### src/rtl/core/nearest_palette_l1_mean_distance_assert.svh
// ----------------------------------------------------------------------------
// Assertion macros
// Concurrent check macros used by the nearest palette distance back end.
// ----------------------------------------------------------------------------
`ifndef NEAREST_PALETTE_L1_MEAN_DISTANCE_ASSERT_SVH
`define NEAREST_PALETTE_L1_MEAN_DISTANCE_ASSERT_SVH

`ifndef SYNTH
// Same-cycle implication, disabled while reset is asserted.
`define NPL1_ASSERT_NOW(lbl, clk, rst_n, ante, cons) \
	lbl: assert property (@(posedge clk) disable iff (!rst_n) (ante) |-> (cons)) \
		else $error("npl1: same-cycle check failed");
// Next-cycle implication, disabled while reset is asserted.
`define NPL1_ASSERT_NEXT(lbl, clk, rst_n, ante, cons) \
	lbl: assert property (@(posedge clk) disable iff (!rst_n) (ante) |=> (cons)) \
		else $error("npl1: next-cycle check failed");
`else
`define NPL1_ASSERT_NOW(lbl, clk, rst_n, ante, cons)
`define NPL1_ASSERT_NEXT(lbl, clk, rst_n, ante, cons)
`endif

`endif

### src/rtl/core/npl1_pkg.sv
// ----------------------------------------------------------------------------
// npl1_pkg
// Shared constants, types and helpers of the nearest palette distance block.
// ----------------------------------------------------------------------------
package npl1_pkg;

	localparam int NUM_CENTERS = 8;
	localparam int MAX_SAMPLES = 1023;

	localparam int NUM_REGS = 8;
	localparam int CH_W     = 12;
	localparam int CTR_W    = 3 * CH_W;
	localparam int PIX_W    = 8;
	localparam int DIST_W   = 14;
	localparam int SUM_W    = 24;
	localparam int CNT_W    = 10;
	localparam int IDX_W    = $clog2(NUM_REGS);

	localparam int APB_DW = 64;
	localparam int APB_AW = $clog2(NUM_REGS * 8);

	localparam int SCAN_CNT = (NUM_CENTERS > NUM_REGS) ? NUM_REGS :
		((NUM_CENTERS < 1) ? 1 : NUM_CENTERS);
	localparam logic [IDX_W-1:0] LAST_IDX = IDX_W'(SCAN_CNT - 1);

	localparam int COUNT_CAP = (1 << CNT_W) - 1;
	localparam int LIMIT_I = (MAX_SAMPLES > COUNT_CAP) ? COUNT_CAP :
		((MAX_SAMPLES < 1) ? 1 : MAX_SAMPLES);
	localparam logic [CNT_W-1:0] SAMPLE_LIMIT = CNT_W'(LIMIT_I);

	localparam logic [SUM_W-1:0] SUM_MAX = '1;

	localparam int STEP_W = $clog2(SUM_W + 1);
	localparam logic [STEP_W-1:0] LAST_STEP = STEP_W'(SUM_W - 1);

	localparam int FIFO_DEPTH = 2;
	localparam int FPTR_W     = $clog2(FIFO_DEPTH);
	localparam int FCNT_W     = $clog2(FIFO_DEPTH + 1);

	typedef logic [CTR_W-1:0] center_t;
	typedef center_t [NUM_REGS-1:0] center_arr_t;

	// Work handed from the front to the back.
	typedef struct packed {
		logic [DIST_W-1:0] min_dist;
		logic              start;
	} job_t;

	typedef enum logic [1:0] {
		FR_IDLE,
		FR_SCAN,
		FR_PUSH
	} front_state_t;

	typedef enum logic [1:0] {
		BK_IDLE,
		BK_DIV,
		BK_DONE
	} back_state_t;

	function automatic logic [CH_W-1:0] abs_diff(input logic [CH_W-1:0] a,
		input logic [CH_W-1:0] b);
		return (a > b) ? (a - b) : (b - a);
	endfunction

endpackage

### src/rtl/core/nearest_palette_l1_mean_distance.sv
// ----------------------------------------------------------------------------
// nearest_palette_l1_mean_distance
// Nearest palette centre by L1 distance with a running mean of the minima.
// ----------------------------------------------------------------------------
// Usage:
//   Write the eight 36-bit palette centres (three 8.4 channels, channel 0 in
//   bits 11:0) over the APB port at byte address 8*i while the block is idle.
//   Push a pixel (chan0..chan2, start_req) when full is low; start_req clears
//   the running sum and count before this pixel is counted.
//   Each pixel gives one result transaction: min_dist, mean_dist
//   (floor of sum/count), sample_count and full_res. Pop it while empty is low.
// Timing:
//   The front scans one centre per cycle and takes the next pixel once its
//   job is queued. The back divides by restoring, one quotient bit per cycle,
//   and takes the next job only after the result of the last one is loaded
//   into the output register.
// Reset and stall:
//   Reset clears the centres, sum, count and all queues. A stalled receiver
//   fills the output register, then the job queue, then the front, which
//   then raises full; no transaction is dropped.
// ----------------------------------------------------------------------------
module nearest_palette_l1_mean_distance (
	input  logic                              clk,
	input  logic                              arst_n,
	// configuration
	input  logic                              psel,
	input  logic                              penable,
	input  logic                              pwrite,
	input  logic [npl1_pkg::APB_AW-1:0]       paddr,
	input  logic [npl1_pkg::APB_DW-1:0]       pwdata,
	output logic [npl1_pkg::APB_DW-1:0]       prdata,
	output logic                              pready,
	// pixel input
	input  logic                              push,
	output logic                              full,
	input  logic [npl1_pkg::PIX_W-1:0]        chan0,
	input  logic [npl1_pkg::PIX_W-1:0]        chan1,
	input  logic [npl1_pkg::PIX_W-1:0]        chan2,
	input  logic                              start_req,
	// results
	output logic                              empty,
	input  logic                              pop,
	output logic [npl1_pkg::DIST_W-1:0]       min_dist,
	output logic [npl1_pkg::DIST_W-1:0]       mean_dist,
	output logic [npl1_pkg::CNT_W-1:0]        sample_count,
	output logic                              full_res
);
	import npl1_pkg::*;

	center_arr_t       centers_q;
	logic [IDX_W-1:0]  reg_idx;
	logic              cfg_wr;

	job_t              fr_job, bk_job;
	logic              fr_push, q_full, q_pop, q_empty;

	// Register file: one 36-bit centre per 8-byte slot, always ready
	assign pready  = 1'b1;
	assign reg_idx = paddr[APB_AW-1:3];
	assign cfg_wr  = psel && penable && pwrite && pready;
	assign prdata  = APB_DW'(centers_q[reg_idx]);

	always_ff @(posedge clk or negedge arst_n) begin
		if (!arst_n) begin
			centers_q <= '0;
		end else if (cfg_wr) begin
			// keep the low 36 bits, drop the rest of the data word
			centers_q[reg_idx] <= pwdata[CTR_W-1:0];
		end
	end

	// Front: take pixels and find the nearest centre
	npl1_front u_front (
		.clk       (clk),
		.arst_n    (arst_n),
		.push      (push),
		.full      (full),
		.chan0     (chan0),
		.chan1     (chan1),
		.chan2     (chan2),
		.start_req (start_req),
		.centers   (centers_q),
		.job       (fr_job),
		.job_push  (fr_push),
		.job_full  (q_full)
	);

	// Decouple the scan from the divider
	npl1_fifo u_fifo (
		.clk    (clk),
		.arst_n (arst_n),
		.push   (fr_push),
		.wr_job (fr_job),
		.full   (q_full),
		.pop    (q_pop),
		.rd_job (bk_job),
		.empty  (q_empty)
	);

	// Back: accumulate, divide and present the result
	npl1_back u_back (
		.clk          (clk),
		.arst_n       (arst_n),
		.job          (bk_job),
		.job_empty    (q_empty),
		.job_pop      (q_pop),
		.min_dist     (min_dist),
		.mean_dist    (mean_dist),
		.sample_count (sample_count),
		.full_res     (full_res),
		.empty        (empty),
		.pop          (pop)
	);

endmodule

### src/rtl/core/npl1_front.sv
// ----------------------------------------------------------------------------
// npl1_front
// Accepts pixels and scans the palette, one centre per cycle, for the
// smallest L1 distance.
// ----------------------------------------------------------------------------
module npl1_front (
	input  logic                              clk,
	input  logic                              arst_n,
	input  logic                              push,
	output logic                              full,
	input  logic [npl1_pkg::PIX_W-1:0]        chan0,
	input  logic [npl1_pkg::PIX_W-1:0]        chan1,
	input  logic [npl1_pkg::PIX_W-1:0]        chan2,
	input  logic                              start_req,
	input  npl1_pkg::center_arr_t             centers,
	output npl1_pkg::job_t                    job,
	output logic                              job_push,
	input  logic                              job_full
);
	import npl1_pkg::*;

	front_state_t         state_q, state_d;
	logic [CH_W-1:0]      px0_q, px1_q, px2_q;
	logic                 start_q;
	logic [IDX_W-1:0]     idx_q;
	logic [DIST_W-1:0]    best_q;
	logic [DIST_W-1:0]    cand_dist;
	center_t              ctr;
	logic                 accept;

	assign accept = push && !full;
	assign ctr    = centers[idx_q];

	// L1 distance from the held pixel to the centre under the scan index
	assign cand_dist = DIST_W'(abs_diff(px0_q, ctr[CH_W-1:0]))
		+ DIST_W'(abs_diff(px1_q, ctr[2*CH_W-1:CH_W]))
		+ DIST_W'(abs_diff(px2_q, ctr[3*CH_W-1:2*CH_W]));

	always_comb begin
		state_d = state_q;
		case (state_q)
			FR_IDLE: begin
				if (push) state_d = FR_SCAN;
			end
			FR_SCAN: begin
				if (idx_q == LAST_IDX) state_d = FR_PUSH;
			end
			FR_PUSH: begin
				if (!job_full) state_d = FR_IDLE;
			end
			default: state_d = FR_IDLE;
		endcase
	end

	always_comb begin
		full     = 1'b1;
		job_push = 1'b0;
		case (state_q)
			FR_IDLE: full = 1'b0;
			FR_PUSH: job_push = !job_full;
			default: ;
		endcase
	end

	assign job.min_dist = best_q;
	assign job.start    = start_q;

	always_ff @(posedge clk or negedge arst_n) begin
		if (!arst_n) begin
			state_q <= FR_IDLE;
		end else begin
			state_q <= state_d;
		end
	end

	// Widen the bytes to 8.4 on capture, then fold in one centre a cycle
	always_ff @(posedge clk) begin
		if (accept) begin
			px0_q   <= {chan0, 4'b0000};
			px1_q   <= {chan1, 4'b0000};
			px2_q   <= {chan2, 4'b0000};
			start_q <= start_req;
			idx_q   <= '0;
			best_q  <= '1;
		end else if (state_q == FR_SCAN) begin
			if (cand_dist < best_q) best_q <= cand_dist;
			idx_q <= idx_q + IDX_W'(1);
		end
	end

endmodule

### src/rtl/core/npl1_fifo.sv
// ----------------------------------------------------------------------------
// npl1_fifo
// Short job queue between the distance scan and the accumulator.
// ----------------------------------------------------------------------------
module npl1_fifo (
	input  logic           clk,
	input  logic           arst_n,
	input  logic           push,
	input  npl1_pkg::job_t wr_job,
	output logic           full,
	input  logic           pop,
	output npl1_pkg::job_t rd_job,
	output logic           empty
);
	import npl1_pkg::*;

	job_t              mem_q [FIFO_DEPTH];
	logic [FPTR_W-1:0] wr_ptr_q, rd_ptr_q;
	logic [FCNT_W-1:0] cnt_q;
	logic              do_wr, do_rd;

	assign full   = (cnt_q == FCNT_W'(FIFO_DEPTH));
	assign empty  = (cnt_q == '0);
	assign do_wr  = push && !full;
	assign do_rd  = pop && !empty;
	assign rd_job = mem_q[rd_ptr_q];

	always_ff @(posedge clk or negedge arst_n) begin
		if (!arst_n) begin
			wr_ptr_q <= '0;
			rd_ptr_q <= '0;
			cnt_q    <= '0;
		end else begin
			if (do_wr) wr_ptr_q <= wr_ptr_q + FPTR_W'(1);
			if (do_rd) rd_ptr_q <= rd_ptr_q + FPTR_W'(1);
			if (do_wr && !do_rd) cnt_q <= cnt_q + FCNT_W'(1);
			else if (do_rd && !do_wr) cnt_q <= cnt_q - FCNT_W'(1);
		end
	end

	always_ff @(posedge clk) begin
		if (do_wr) mem_q[wr_ptr_q] <= wr_job;
	end

endmodule

### src/rtl/core/npl1_back.sv
// ----------------------------------------------------------------------------
// npl1_back
// Accumulates distances, divides sum by count one quotient bit a cycle and
// holds the result in an output register.
// ----------------------------------------------------------------------------
`include "nearest_palette_l1_mean_distance_assert.svh"

module npl1_back (
	input  logic                          clk,
	input  logic                          arst_n,
	input  npl1_pkg::job_t                job,
	input  logic                          job_empty,
	output logic                          job_pop,
	output logic [npl1_pkg::DIST_W-1:0]   min_dist,
	output logic [npl1_pkg::DIST_W-1:0]   mean_dist,
	output logic [npl1_pkg::CNT_W-1:0]    sample_count,
	output logic                          full_res,
	output logic                          empty,
	input  logic                          pop
);
	import npl1_pkg::*;

	back_state_t         state_q, state_d;
	logic [SUM_W-1:0]    sum_q;
	logic [CNT_W-1:0]    count_q;
	logic [DIST_W-1:0]   min_q;
	logic                full_q;
	logic [SUM_W-1:0]    dvd_q;
	logic [SUM_W-1:0]    quo_q;
	logic [CNT_W-1:0]    rem_q;
	logic [STEP_W-1:0]   step_q;
	logic                out_valid_q;

	logic                take;
	logic                out_load;
	logic [SUM_W-1:0]    base_sum;
	logic [CNT_W-1:0]    base_cnt;
	logic [SUM_W:0]      sum_ext;
	logic [CNT_W:0]      trial;
	logic                qbit;

	assign take     = job_pop && !job_empty;
	assign base_sum = job.start ? '0 : sum_q;
	assign base_cnt = job.start ? '0 : count_q;
	assign sum_ext  = {1'b0, base_sum} + (SUM_W + 1)'(job.min_dist);

	// Restoring division step
	assign trial = {rem_q, dvd_q[SUM_W-1]};
	assign qbit  = (trial >= {1'b0, count_q});

	always_comb begin
		state_d = state_q;
		case (state_q)
			BK_IDLE: begin
				if (!job_empty) state_d = BK_DIV;
			end
			BK_DIV: begin
				if (step_q == LAST_STEP) state_d = BK_DONE;
			end
			BK_DONE: begin
				if (!out_valid_q || pop) state_d = BK_IDLE;
			end
			default: state_d = BK_IDLE;
		endcase
	end

	always_comb begin
		job_pop  = 1'b0;
		out_load = 1'b0;
		case (state_q)
			BK_IDLE: job_pop = 1'b1;
			BK_DONE: out_load = !out_valid_q || pop;
			default: ;
		endcase
	end

	always_ff @(posedge clk or negedge arst_n) begin
		if (!arst_n) begin
			state_q     <= BK_IDLE;
			sum_q       <= '0;
			count_q     <= '0;
			out_valid_q <= 1'b0;
		end else begin
			state_q <= state_d;
			if (take) begin
				if (base_cnt >= SAMPLE_LIMIT) begin
					sum_q   <= base_sum;
					count_q <= base_cnt;
				end else begin
					sum_q   <= sum_ext[SUM_W] ? SUM_MAX : sum_ext[SUM_W-1:0];
					count_q <= base_cnt + CNT_W'(1);
				end
			end
			if (out_load) out_valid_q <= 1'b1;
			else if (pop) out_valid_q <= 1'b0;
		end
	end

	always_ff @(posedge clk) begin
		if (take) begin
			min_q  <= job.min_dist;
			full_q <= (base_cnt >= SAMPLE_LIMIT);
			dvd_q  <= (base_cnt >= SAMPLE_LIMIT) ? base_sum :
				(sum_ext[SUM_W] ? SUM_MAX : sum_ext[SUM_W-1:0]);
			rem_q  <= '0;
			quo_q  <= '0;
			step_q <= '0;
		end else if (state_q == BK_DIV) begin
			rem_q  <= qbit ? CNT_W'(trial - {1'b0, count_q}) : trial[CNT_W-1:0];
			quo_q  <= {quo_q[SUM_W-2:0], qbit};
			dvd_q  <= {dvd_q[SUM_W-2:0], 1'b0};
			step_q <= step_q + STEP_W'(1);
		end
		if (out_load) begin
			min_dist     <= min_q;
			mean_dist    <= (count_q == '0) ? '0 : quo_q[DIST_W-1:0];
			sample_count <= count_q;
			full_res     <= full_q;
		end
	end

	assign empty = !out_valid_q;

	// Count never passes the sample limit
	`NPL1_ASSERT_NOW(a_count_limit, clk, arst_n, 1'b1, count_q <= SAMPLE_LIMIT)
	// A waiting result is replaced only when it is taken in the same cycle
	`NPL1_ASSERT_NOW(a_no_overwrite, clk, arst_n, out_load && out_valid_q, pop)
	// A taken job always starts the divider
	`NPL1_ASSERT_NEXT(a_take_divides, clk, arst_n, take, state_q == BK_DIV && step_q == '0)
	// The divider never runs past its last step
	`NPL1_ASSERT_NOW(a_step_bound, clk, arst_n, state_q == BK_DIV, step_q <= LAST_STEP)

endmodule
### config.mk
export PLATFORM = sky130hd
export DESIGN_NAME = nearest_palette_l1_mean_distance
export DESIGN_NICKNAME = d
export VERILOG_FILES = /design/src/rtl/core/npl1_pkg.sv /design/src/rtl/core/nearest_palette_l1_mean_distance.sv /design/src/rtl/core/npl1_front.sv /design/src/rtl/core/npl1_fifo.sv /design/src/rtl/core/npl1_back.sv
export VERILOG_INCLUDE_DIRS = /design/src /design/src/rtl/core
export SDC_FILE = /design/constraint.sdc
export NUM_CORES = 1
export LEC_CHECK = 0
export ABC_AREA = 1
export BUFFER_PORTS_ARGS = -buffer_cell sky130_fd_sc_hd__buf_2
export CAP_MARGIN = 0
export CELL_PAD_IN_SITES_DETAIL_PLACEMENT = 2
export CELL_PAD_IN_SITES_GLOBAL_PLACEMENT = 2
export CORE_ASPECT_RATIO = 0.9
export CORE_MARGIN = 8
export CORE_UTILIZATION = 35
export CTS_CLUSTER_DIAMETER = 60
export DETAILED_ROUTE_END_ITERATION = 16
export PLACE_DENSITY_LB_ADDON = 0.1
export SYNTH_ARGS = -nofsm -noshare
export SYNTH_HDL_FRONTEND = slang
export SYNTH_HIERARCHICAL = 1
export SYNTH_SLANG_ARGS = --single-unit
### constraint.sdc
create_clock -name clk -period 8.5 [get_ports clk]
set_clock_uncertainty 0.15 [all_clocks]
set_input_delay 0.85 -clock clk [delete_from_list [all_inputs] [get_ports clk]]
set_output_delay 0.85 -clock clk [all_outputs]
set_load 0.05 [all_outputs]
=== Word level (Yosys, flattened, before mapping) ===
Memories as Yosys holds them, arrays and structs flattened.
Index checks and enable logic that the tools add are counted.

* Order comparisons: 9
* Reductions and logical operators: 24
* Multiplexer cells: 36
* Bitwise logic cells: 0
* $add $sub $neg: 17
* Divide/modulo/power cells: 0
* Equality and inequality tests: 13
* Multiply operators: 0
* Shift operators: 0

{| class="wikitable"
|+ Operator list
! cell !! count
|-
| bitwise mux 288 bit || 1
|-
| binary-select mux 36 bit (select 3 bit) || 2
|-
| 2-to-1 mux 24 bit || 5
|-
| demux 36 bit (select 3 bit) || 1
|-
| 2-to-1 mux 36 bit || 3
|-
| subtractor 12 bit || 6
|-
| > comparator 12 bit || 3
|-
| 2-to-1 mux 12 bit || 3
|-
| 2-to-1 mux 10 bit || 3
|-
| adder 24 x 14 -> 25 bit || 1
|-
| 2-to-1 mux 2 bit || 8
|-
| adder 14 x 12 -> 14 bit || 1
|-
| less-than comparator 14 bit || 1
|-
| adder 12 x 12 -> 13 bit || 1
|-
| case mux 2 bit (3 select lines) || 2
|-
| >= comparator 11 x 10 -> 1 bit || 1
|-
| adder 10 x 1 -> 10 bit, second input constant || 1
|-
| >= comparator 10 bit, second input constant || 1
|-
| zero test 10 bit || 1
|-
| subtractor 10 bit || 1
|-
| logical AND 1 bit || 8
|-
| less-than comparator 3 x 4 -> 1 bit, second input constant || 2
|-
| 2-to-1 mux 1 bit || 8
|-
| equality test 2 bit, second input constant || 3
|-
| other kinds (17) || 32
|}

* Memories kept: 1
* Bits in writable memories: 30
* Input port bits: 102
* Register bits: 480
* Logic and storage cells: 132
* ROM bits: 0
* Output and inout port bits: 106
* Bits in latches: 0

{| class="wikitable"
|+ Memory list
! memory !! depth !! width !! read ports !! clocked after Yosys merged registers in !! wr ports !! RTL line !! RTL
|-
| u_fifo.mem_q || 2 || 15 || 1 || 0 || 1 || npl1_fifo.sv:17 || <nowiki>job_t mem_q [FIFO_DEPTH];</nowiki>
|}

=== Depth between registers and ports, before layout ===
* Depth after elaboration: 8
* Gate-level depth with buffers: 42
* Mapped depth without buffers: 37

=== By module ===
The synthesis kept the hierarchy.

{| class="wikitable"
|+ Modules (own cells, without submodules)
! module !! instances !! sequential area each (µm²) !! cells each !! area each (µm²)
|-
| nearest_palette_l1_mean_distance || 1 || 7,206.9 || 2,016 || 14,341.3
|-
| npl1_front || 1 || 1,141.1 || 1,411 || 8,340.5
|-
| npl1_back || 1 || 3,848.7 || 896 || 7,460.9
|-
| npl1_fifo || 1 || 1,001.0 || 110 || 1,327.5
|}

=== Worst setup path after synthesis ===
Ideal clock, no wire load.

* Path type: register to register
* Start point: register u_front.idx_q[1]
* End point: register u_front.best_q[1]
* Setup time: 0.063 ns
* Cell stages (with the launch flop): 41
* Path slack: 2.169 ns
* Data arrival time: 6.118 ns
* Path buffers: 6
* Clock period less this slack: 6.331 ns
* Cell sequence: dfxtp_1 -> buf_4 -> inv_2 -> buf_4 -> buf_4 -> clkbuf_1 -> o21ai_0 -> o22ai_1 -> inv_1 -> o21ai_0 -> inv_1 -> ha_1 -> a21oi_1 -> o21ai_0 -> nand2_1 -> nand2_1 -> a21oi_1 -> o21ai_4 -> (+5 left out) -> fa_1 -> ha_1 -> inv_1 -> fa_1 -> inv_1 -> nand3_1 -> nand4_1 -> xor2_1 -> inv_1 -> ha_1 -> a21oi_1 -> o21ai_0 -> a21oi_1 -> nand3_1 -> inv_1 -> clkbuf_1 -> nand2_1 -> nand3_1

* Longest elaborated chain between the ends: 8

{| class="wikitable"
|+ RTL lines
! element !! RTL line !! RTL
|-
| from (decl) || npl1_front.sv:25 || <nowiki>logic [IDX_W-1:0] idx_q;</nowiki>
|-
| from (signal assigned) || npl1_front.sv:87 || <nowiki>idx_q <= idx_q + IDX_W'(1);</nowiki>
|-
| binary-select mux 36 bit (select 3 bit) (*) || npl1_front.sv:32 || <nowiki>assign ctr = centers[idx_q];</nowiki>
|-
| 2-to-1 mux 36 bit (not written as such) (*) || npl1_front.sv:32 ||
|-
| subtractor 12 bit / > comparator 12 bit (equally long branches) || npl1_pkg.sv:63 || <nowiki>return (a > b) ? (a - b) : (b - a);</nowiki>
|-
| 2-to-1 mux 12 bit || npl1_pkg.sv:63 ||
|-
| adder 12 x 12 -> 13 bit || npl1_front.sv:36 || <nowiki>+ DIST_W'(abs_diff(px1_q, ctr[2*CH_W-1:CH_W]))</nowiki>
|-
| adder 14 x 12 -> 14 bit (*) || npl1_front.sv:37 || <nowiki>+ DIST_W'(abs_diff(px2_q, ctr[3*CH_W-1:2*CH_W]));</nowiki>
|-
| named net u_front.cand_dist[11] || npl1_front.sv:27 || <nowiki>logic [DIST_W-1:0] cand_dist;</nowiki>
|-
| less-than comparator 14 bit (*) || npl1_front.sv:86 || <nowiki>if (cand_dist < best_q) best_q <= cand_dist;</nowiki>
|-
| AND reduction 2 bit (no source line) (*) || - ||
|-
| to (signal assigned) || npl1_front.sv:86 ||
|-
| to (decl) || npl1_front.sv:26 || <nowiki>logic [DIST_W-1:0] best_q;</nowiki>
|}

The timed path passes the listed nets; every way through them passes the cells marked *. The select of a mux whose other input is x is not followed.
A chain may end at the register's enable or synchronous reset.

=== Worst setup path in the final report ===
Same ends and word-level chain as after synthesis.

==> reports/qor.csv <==
metric,value,unit
largest net degree at the start of global routing,126,
Reg2Reg Launch Point,u_front/idx_q[1],
crit path kind,register to register,
Worst setup SP type,register,
Worst Path Max Fanout,34,
core area,89300,um2
met3 global-route usage,0.0314,
clk_lat worst skew,0.64,ns
CP arrival,7.89,ns
"Distinct cells, synth",56,
CP dominant cell by count,inv_1,
final setup vio count,0,
CTS root buf,clkbuf_16,
CP Launch Point,u_front/idx_q[1],
die width,332,um
Die ar.,99800,um2
vias in the first global route,32800,
layout cells sized above 1,0.0954,
Port Buf Inserts,147,
TritonCTS clock tree,built,
met1 usage in global routing,0.307,
Post-Route WL,124,mm
most frequent cells in the layout,"1,835 x nand2_1, 427 x o21ai_0, 383 x inv_1",
Row Count,104,
Avg Inst Size Synth,7.10,um2
crit-path max cell delay,0.65,ns
clk sink count,510,
Post-CTS Setup Inserts,0,
crit path time final,7.47,ns
r2r worst-path depth,34,
maximum clock path buffer count,3,
Pins Over Slew Limit,0,
crit path capture type,register,
busiest grt layer,met2,
post-synthesis compound-gate area fraction,0.114,
synthesized cell area,31500,um2
initial antenna violation count,9,
Max Freq,0.134,GHz
via count,29800,
Tcrit/Tclk final,0.878,
GP Congestion,0.799,
post-synthesis adder-cell area fraction,0.0516,
"Hold Vio Cnt, Final",0,
flop-to-flop setup slack,1.03,ns
synthesized flop and latch total,510,
XOR/XNOR share of the synthesized area,0.0142,
die height,300,um
unrepaired setup endpoints after global routing,false,
DPL Wire Length,79.2,mm
async set or reset register ratio after synthesis,0.649,
status,completed,
Gate Count Post-Synth,4433,
Pre-antenna DRT Iters,5,
total CTS buffers,71,
largest family of logic cells by synthesized area,simple AND/OR/NAND/NOR gates,
FILL cells,10700,
Worst Hold Class,input port to async pin,
# H-tree levels,3,
crit path max-delay cell type,inv_2,
Slew HR,0.258,
simple-gate portion of the synthesized area,0.308,
Area Overhead vs Synth,12.5,%
RR Endpoint,u_front/best_q[1],
total global-route track usage,0.246,
Most used DFF post-synth,dfrtp_1,
gr ovfl total,0,
max cap viols,0,
number of flops mapped to enable cells by yosys,133,
worst path required time,8.92,ns
initial core utilization,0.353,
post-cts gate resize count,0,
initial drt markers,1351,
Routed Antenna Nets,0,
register area share after synthesis,0.419,
Routed wire per std cell,21.8,um
setup TNS,0,ns
met2 GRT Util,0.448,
Ports,208,
post-synthesis mux area share,0,
Worst Tran Pin Value,1.11,ns
vias per cell,5.23,
total number of yosys warnings,6,
layout net count,4706,
post-layout util,0.396,
Worst-path clk slew,0.06,ns
hold_buf cts,0,
DRC Markers,0,
global-route wire length before repair,194,mm
"most common cell after layout, fill and taps aside",nand2_1,
==> worst max path at each step <==
stage,to
floorplan,u_front/best_q[1]
global placement,u_front/best_q[1]
detailed placement,u_front/best_q[6]
CTS,u_front/best_q[8]
global route,u_front/best_q[1]
finish,u_front/best_q[1]
==> layer usage <==
| layer | vias to the layer above | part of all wire |
|---|---|---|
| met3 | 174 | 0.029 |
| li1 | 14100 | - |
| met5 | - | 0.00031 |
| met4 | 6 | 0.024 |
| met2 | 413 | 0.50 |
| met1 | 15100 | 0.45 |
==> synthesized netlist by cell type, types with 30 or more instances <==
| master | n | share of area |
|---|---|---|
| ha_1 | 101 | 0.040 |
| o22ai_1 | 57 | 0.011 |
| edfxtp_1 | 133 | 0.13 |
| nand3_1 | 184 | 0.029 |
| o21ai_0 | 427 | 0.068 |
| clkbuf_1 | 98 | 0.012 |
| a21oi_1 | 131 | 0.021 |
| dfrtp_1 | 331 | 0.26 |
| dfxtp_1 | 46 | 0.029 |
| nor2_1 | 275 | 0.033 |
| buf_2 | 81 | 0.013 |
| xor2_1 | 30 | 0.0083 |
| buf_4 | 47 | 0.011 |
| nand2_1 | 1835 | 0.22 |
| inv_1 | 384 | 0.046 |
==> cell families (layout without fill, tap and decap cells) <==
kind of cell | Yosys count | count (layout)
other cells | 2 | 31
flops | 510 | 510
simple gates | 2410 | 2410
buf+inv | 667 | 747
compound gates | 674 | 674
xor+xnor | 51 | 51
fa+ha+maj | 119 | 119
==> critical path, delay by kind of cell (launching register included) <==
kind                       cells  cell delay, ns
xor gates and xnor gates       1            0.22
AOI/OAI and AO/OA             11            2.59
adders and majority gates      4            1.56
and+or+nand+nor                8            0.83
DFF                            1            0.34
buffers and inverters         10            1.68
==> layout make-up <==
class / instances / area [um2] / area share
Antenna cell: 2 / 5.00 / 0.000141
Clock buffer: 90 / 1980 / 0.0560
Clock inverter: 38 / 413 / 0.0117
Inverter: 412 / 1560 / 0.0441
Multi-Input combinational cell: 3283 / 15500 / 0.438
Sequential cell: 510 / 13200 / 0.373
Tap cell: 1166 / 1460 / 0.0412
Timing Repair Buffer: 207 / 1260 / 0.0357
==> through the flow <==
stage          setup slack, ns  cells  instance area (um2)  hold WS (ns)
3_3_place_gp              1.12   5578                33000         0.253
2_1_floorplan             2.17   4460                31600         0.250
3_5_place_dp             0.984   5578                33000         0.259
5_1_grt                  0.165   5707                35400         0.148
4_1_cts                  0.945   5706                35400         0.153
6_report                  1.03   5708                35400        0.0861
==> flip-flops by register name (all words and copies together), names as in the netlist, 14 cells and up <==
signal	flops
u_fifo/mem_q	30
centers_q	288
u_back/min_q	14
u_back/min_dist	14
u_back/sum_q	24
u_back/quo_q	14
u_front/best_q	14
u_back/dvd_q	24
u_back/mean_dist	14
Power is left out: the tool's default activity adds up to more than one toggle a clock period on the data nets, which glitch-free logic cannot reach.
